<file path="config.mk">
export PLATFORM = sky130hd
export DESIGN_NAME = real_literal_recognizer_top
export DESIGN_NICKNAME = d
export VERILOG_FILES = /design/src/hw/rtl/rlr_pkg.sv /design/src/hw/rtl/rlr_in_stage.sv /design/src/hw/rtl/rlr_scan.sv /design/src/hw/rtl/rlr_out_stage.sv /design/src/hw/rtl/real_literal_recognizer_top.sv
export SDC_FILE = /design/constraint.sdc
export NUM_CORES = 1
export LEC_CHECK = 0
export BUFFER_PORTS_ARGS = -buffer_cell sky130_fd_sc_hd__buf_2
export CAP_MARGIN = 25
export CORE_MARGIN = 2
export CORE_UTILIZATION = 40
export DETAILED_ROUTE_END_ITERATION = 7
export PLACE_DENSITY_LB_ADDON = 0.1
export REMOVE_ABC_BUFFERS = 1
export SLEW_MARGIN = 20
export SYNTH_ARGS = -nofsm -noshare
export SYNTH_HDL_FRONTEND = slang
export SYNTH_SLANG_ARGS = --single-unit
</file>
<file path="constraint.sdc">
create_clock -name clk_i -period 2.9 [get_ports clk_i]
set_input_delay 0.145 -clock clk_i [delete_from_list [all_inputs] [get_ports clk_i]]
set_output_delay 0.145 -clock clk_i [all_outputs]
set_load 0.01 [all_outputs]
</file>
<file path="src/hw/rtl/rlr_pkg.sv">
`default_nettype none

package rlr_pkg;

  localparam int unsigned ChW = 8;

  localparam logic [ChW-1:0] ChZero   = 8'h30;  // '0'
  localparam logic [ChW-1:0] ChNine   = 8'h39;  // '9'
  localparam logic [ChW-1:0] ChPeriod = 8'h2E;  // '.'
  localparam logic [ChW-1:0] ChExpUp  = 8'h45;  // 'E'
  localparam logic [ChW-1:0] ChExpLo  = 8'h65;  // 'e'
  localparam logic [ChW-1:0] ChMinus  = 8'h2D;  // '-'
  localparam logic [ChW-1:0] ChPlus   = 8'h2B;  // '+'

  typedef enum logic [1:0] {
    FormReject = 2'd0,
    FormPeriod = 2'd1,
    FormExp    = 2'd2,
    FormBoth   = 2'd3
  } form_e;

  // running scan flags for the lexeme in progress
  typedef struct packed {
    logic bad_seen;
    logic period_seen;
    logic exp_seen;
    logic mant_digit_seen;
    logic prev_was_exp;
    logic sign_seen;
    logic exp_digit_seen;
  } flags_t;

  typedef struct packed {
    logic  is_real;
    form_e form;
  } result_t;

endpackage

`default_nettype wire

</file>
<file path="src/hw/rtl/rlr_in_stage.sv">
`default_nettype none

module rlr_in_stage (
  input  wire                    clk_i,
  input  wire                    rst_ni,
  input  wire                    in_valid_i,
  output logic                   in_ready_o,
  input  wire [rlr_pkg::ChW-1:0] ch_i,
  input  wire                    last_i,
  input  wire                    out_free_i,
  output logic                   fire_o,
  output logic [rlr_pkg::ChW-1:0] ch_o,
  output logic                   last_o
);
  import rlr_pkg::*;

  logic           valid_q;
  logic [ChW-1:0] ch_q;
  logic           last_q;

  // a middle byte never needs the result slot; the final byte does
  assign fire_o     = valid_q && (!last_q || out_free_i);
  assign in_ready_o = !valid_q || fire_o;
  assign ch_o       = ch_q;
  assign last_o     = last_q;

  always_ff @(posedge clk_i or negedge rst_ni) begin
    if (!rst_ni) begin
      valid_q <= 1'b0;
    end else if (in_ready_o) begin
      valid_q <= in_valid_i;
    end
  end

  always_ff @(posedge clk_i) begin
    if (in_ready_o && in_valid_i) begin
      ch_q   <= ch_i;
      last_q <= last_i;
    end
  end

endmodule

`default_nettype wire

</file>
<file path="src/hw/rtl/rlr_scan.sv">
`default_nettype none

module rlr_scan (
  input  wire                     clk_i,
  input  wire                     rst_ni,
  input  wire                     fire_i,
  input  wire [rlr_pkg::ChW-1:0]  ch_i,
  input  wire                     last_i,
  output rlr_pkg::result_t        result_o
);
  import rlr_pkg::*;

  flags_t flags_q, flags_d, nxt;
  logic   is_digit, is_period, is_exp, is_sign, ok;

  assign is_digit  = (ch_i >= ChZero) && (ch_i <= ChNine);
  assign is_period = (ch_i == ChPeriod);
  assign is_exp    = (ch_i == ChExpUp) || (ch_i == ChExpLo);
  assign is_sign   = (ch_i == ChPlus) || (ch_i == ChMinus);

  always_comb begin
    nxt = flags_q;
    nxt.prev_was_exp = 1'b0;
    if (is_digit) begin
      if (flags_q.exp_seen) begin
        nxt.exp_digit_seen = 1'b1;
      end else begin
        nxt.mant_digit_seen = 1'b1;
      end
    end else if (is_period) begin
      if (flags_q.period_seen || flags_q.exp_seen) begin
        nxt.bad_seen = 1'b1;
      end
      nxt.period_seen = 1'b1;
    end else if (is_exp) begin
      if (flags_q.exp_seen || !flags_q.mant_digit_seen) begin
        nxt.bad_seen = 1'b1;
      end
      nxt.exp_seen     = 1'b1;
      nxt.prev_was_exp = 1'b1;
    end else if (is_sign) begin
      // sign only directly after the exponent letter
      if (!flags_q.prev_was_exp || flags_q.sign_seen) begin
        nxt.bad_seen = 1'b1;
      end
      nxt.sign_seen = 1'b1;
    end else begin
      nxt.bad_seen = 1'b1;
    end
  end

  assign ok = !nxt.bad_seen && nxt.mant_digit_seen && (nxt.period_seen || nxt.exp_seen) &&
              (!nxt.exp_seen || nxt.exp_digit_seen);

  always_comb begin
    result_o.is_real = ok;
    result_o.form    = ok ? form_e'({nxt.exp_seen, nxt.period_seen}) : FormReject;
  end

  // clear on the final byte for the next lexeme
  always_comb begin
    flags_d = flags_q;
    if (fire_i) begin
      flags_d = last_i ? '0 : nxt;
    end
  end

  always_ff @(posedge clk_i or negedge rst_ni) begin
    if (!rst_ni) begin
      flags_q <= '0;
    end else begin
      flags_q <= flags_d;
    end
  end

endmodule

`default_nettype wire

</file>
<file path="src/hw/rtl/rlr_out_stage.sv">
`default_nettype none

module rlr_out_stage (
  input  wire                    clk_i,
  input  wire                    rst_ni,
  input  wire                    load_i,
  input  wire rlr_pkg::result_t  result_i,
  output logic                   out_free_o,
  output logic                   out_valid_o,
  input  wire                    out_ready_i,
  output logic                   is_real_o,
  output logic [1:0]             form_o
);
  import rlr_pkg::*;

  logic    valid_q;
  result_t result_q;

  assign out_free_o  = !valid_q || out_ready_i;
  assign out_valid_o = valid_q;
  assign is_real_o   = result_q.is_real;
  assign form_o      = result_q.form;

  always_ff @(posedge clk_i or negedge rst_ni) begin
    if (!rst_ni) begin
      valid_q <= 1'b0;
    end else if (out_free_o) begin
      valid_q <= load_i;
    end
  end

  always_ff @(posedge clk_i) begin
    if (load_i) begin
      result_q <= result_i;
    end
  end

endmodule

`default_nettype wire

</file>
<file path="src/hw/rtl/real_literal_recognizer_top.sv">
`default_nettype none

// channel | valid      | ready      | payload
// in      | in_valid_i | in_ready_o | ch_i[7:0], last_i
// out     | out_valid_o| out_ready_i| is_real_o, form_o[1:0]
//
// One byte per cycle: an input register, one flag update step, a result register.
// A final byte's result loads the result register, which raises out_valid_o.
// Reset clears the flags and both valid bits; no clearing pass.
// in_ready_o drops only while a final byte waits in the input register
// for a result that is still untaken; any byte behind it waits as well.

module real_literal_recognizer_top (
  input  wire                    clk_i,
  input  wire                    rst_ni,
  input  wire                    in_valid_i,
  output logic                   in_ready_o,
  input  wire [rlr_pkg::ChW-1:0] ch_i,
  input  wire                    last_i,
  output logic                   out_valid_o,
  input  wire                    out_ready_i,
  output logic                   is_real_o,
  output logic [1:0]             form_o
);
  import rlr_pkg::*;

  logic           out_free;
  logic           fire;
  logic [ChW-1:0] ch_r;
  logic           last_r;
  result_t        result;

  rlr_in_stage u_in (
    .clk_i      (clk_i),
    .rst_ni     (rst_ni),
    .in_valid_i (in_valid_i),
    .in_ready_o (in_ready_o),
    .ch_i       (ch_i),
    .last_i     (last_i),
    .out_free_i (out_free),
    .fire_o     (fire),
    .ch_o       (ch_r),
    .last_o     (last_r)
  );

  rlr_scan u_scan (
    .clk_i    (clk_i),
    .rst_ni   (rst_ni),
    .fire_i   (fire),
    .ch_i     (ch_r),
    .last_i   (last_r),
    .result_o (result)
  );

  rlr_out_stage u_out (
    .clk_i       (clk_i),
    .rst_ni      (rst_ni),
    .load_i      (fire && last_r),
    .result_i    (result),
    .out_free_o  (out_free),
    .out_valid_o (out_valid_o),
    .out_ready_i (out_ready_i),
    .is_real_o   (is_real_o),
    .form_o      (form_o)
  );

endmodule

`default_nettype wire

</file>
==> impl_metrics.yaml <==
timing:
  tightest_slew_ns: 0.377
  finalHoldViolations: 0
  setup_violations: 0
  finalCriticalPeriod_ns: 1.80
  fmaxAchievable_mhz: 557
  maxSlewHeadroom_pct: 74.8
  period_share_pct: 61.9
  rsz0062_at_grt: "false"
  drv_slew: 0
  fin_worst_skew_ns: 0.00499
  tns_ns: 0
routing:
  viasPerCell: 5.27
  drc: 0
  postRouteAntennaNets: 0
  totalWireLength_um: 1600
  drtIter0Drc: 13
  detail_route.wl_per_cell_um: 12.0
  vias: 701
  first_pass_iters: 4
cells_and_area:
  final_cell_mix: "buf_2 (17), edfxtp_1 (12), dfrtp_1 (9)"
  syn2layout_area_growth_pct: 20.7
  drive_above_1_share_pct: 25.7
  nets: 119
  diodes: 0
  final_common_cell: "buf_2"
global_route:
  groute.usage.overall_pct: 14.0
  grt_max_degree: 12
  grt_pass1_vias: 667
  grt_overflow: 0
  grt_pass1_wl_um: 2730
  grt_antenna_before_repair: 0
cts:
  clock_sinks: 21
  clk_path_buf_depth: 2
  cts_tree: "done"
  cts_htree_levels: 1
  post_cts_buffers: 0
  path_clk_slew_ns: 0.12
  cts_made_buffers: 3
  clk_latency_ns: 0.30
  clockRootBuffer: "clkbuf_4"
  cts_resized: 0
power_and_ir_drop:
  power_w: 0.000568
  powerDensity_nw_per_um2: 492
  peakVddDrop_mv: 0.348
  p_leak_nw: 0.485
place:
  gp_congestion: 0.884
  io_buffers: 17
  dp_hpwl_um: 1180
setup_path:
  critPathBufInv: 0
  r2r-end: "u_out.is_real_o"
  crit_slowest_cell: "edfxtp_1"
  worstPathMaxFanout: 4
  worst_ep_required_time_ns: 3.05
  ff2ff_setup_slack_ns: 1.10
  cp.arrival_ns: 1.95
  endpoint_kind: "flop"
  path_cells: "nor4b_4, nand2_1, a311oi_2, o221ai_2, nor3_1"
  reg2reg_from: "u_in.ch_o[4]"
  crit_type: "reg -> reg"
  start_kind: "flop"
  path_delay_family: "simple AND/OR/NAND/NOR gates"
  reg2reg_depth: 5
  slowest_delay_ns: 0.48
synth:
  synth_cells: 80
  ys_types: 32
  async_flop_share_pct: 42.9
  yosys.area.top_type_share_pct: 37.7
  avgSynthCellArea_sq_um: 11.9
  yosysTopAreaCell: "edfxtp_1"
  synth_enable_flop_cells: 12
  ys.flop_type: "edfxtp_1"
  yosys-top-cells-area: "edfxtp_1 (38%), dfrtp_1 (24%), a21oi_1 (3.7%)"
  synth_seq_cells: 21
  synthesis.area_sq_um: 956
  ys_warn_count: 0
  seq_area_frac_synth_pct: 61.3
min_path:
  min_to: "u_in.ch_o[0]"
  hold_path.class: "in -> reg"
  min_path_cells: 1
  min-delay-start: "ch_i[0]"
floorplan:
  die_h_um: 52.9
  fp.dieW_um: 52.9
  io_pins: 18
  start_util_pct: 42.8
  coreArea_sq_um: 2230
  die-area_sq_um: 2800
  std_cell_rows: 17
run:
  drv_cap: 0
status:
  status: "finished clean"
[stage by stage]
stage	hold WS, ns	instance area [sq um]	utilization, %	setup slack (ns)	std cells
final	0.00543	1150	51.7	1.10	133
after global routing	0.000704	1150	51.7	0.964	133
after CTS	0.0000399	1130	50.8	1.10	131
after detailed placement	0.00975	1070	47.8	1.14	123
after global placement	0.00784	1070	47.8	1.16	123
after floorplan	-0.151	947	-	1.29	78
[repair_timing]
| item | 4_1_cts | 5_1_grt |
|---|---|---|
| setup endpoints to repair | 0 | 0 |
| hold endpoints to repair | 12 | 2 |
| hold buffers | 4 | 2 |
[cell type report]
class,count,area (sq um)
clock buffer,4,26.3
fill,211,1080
inverter,3,11.3
multi-input combinational,54,350
sequential,21,586
tap,28,35.0
timing repair buffer,23,145
[cell usage after synthesis, drive strengths merged (2+ instances only)]
cell    instances
inv             3
nor3            3
nor2            8
nor4b           2
nand2           7
edfxtp         12
a21oi           7
nand4           2
o21ai           4
dfrtp           9
and3            3
and2            4
[flip-flops by register name, summed over array words and instances, names as in the netlist]
name,count
u_scan.flags_q,7
u_in.ch_o,8
u_out.form_o,2
u_out.out_valid_o,1
u_in.last_o,1
u_in.valid_q,1
u_out.is_real_o,1
[cells by family after synthesis]
family,synth area share [%]
and+or+nand+nor,25.4
DFF,61.3
AOI/OAI and AO/OA,10.3
xor gates and xnor gates,0.916
buffers and inverters,2.09
[report_power, final]
| group | internal, W | switching [W] | total, W |
|---|---|---|---|
| registers | 0.000337 | 0.0000207 | 0.000358 |
| logic | 0.0000320 | 0.0000348 | 0.0000667 |
| clock network | 0.0000537 | 0.0000898 | 0.000143 |
| total | 0.000423 | 0.000145 | 0.000568 |
[per-layer routing]
layer | wire, um | global-route usage (%) | vias to the layer above
met4 | 34 | 7.69 | 0
met1 | 757 | 17.1 | 330
met3 | 73 | 3.39 | 4
met5 | 0 | 0 | -
li1 | - | - | 348
met2 | 733 | 22.5 | 19
[worst max-delay path by stage]
stage / endpoint / cells after the start / slack [ns] / start
floorplan: u_out.is_real_o / 5 / 1.29 / u_in.ch_o[4]
global placement: u_out.form_o[0] / 5 / 1.16 / u_in.ch_o[4]
detailed placement: u_out.is_real_o / 5 / 1.14 / u_in.ch_o[4]
CTS: u_out.is_real_o / 5 / 1.10 / u_in.ch_o[4]
global route: u_out.form_o[0] / 5 / 0.96 / u_in.ch_o[4]
finish: u_out.is_real_o / 5 / 1.10 / u_in.ch_o[4]
Note: power is estimated with default switching activity, not from simulation.
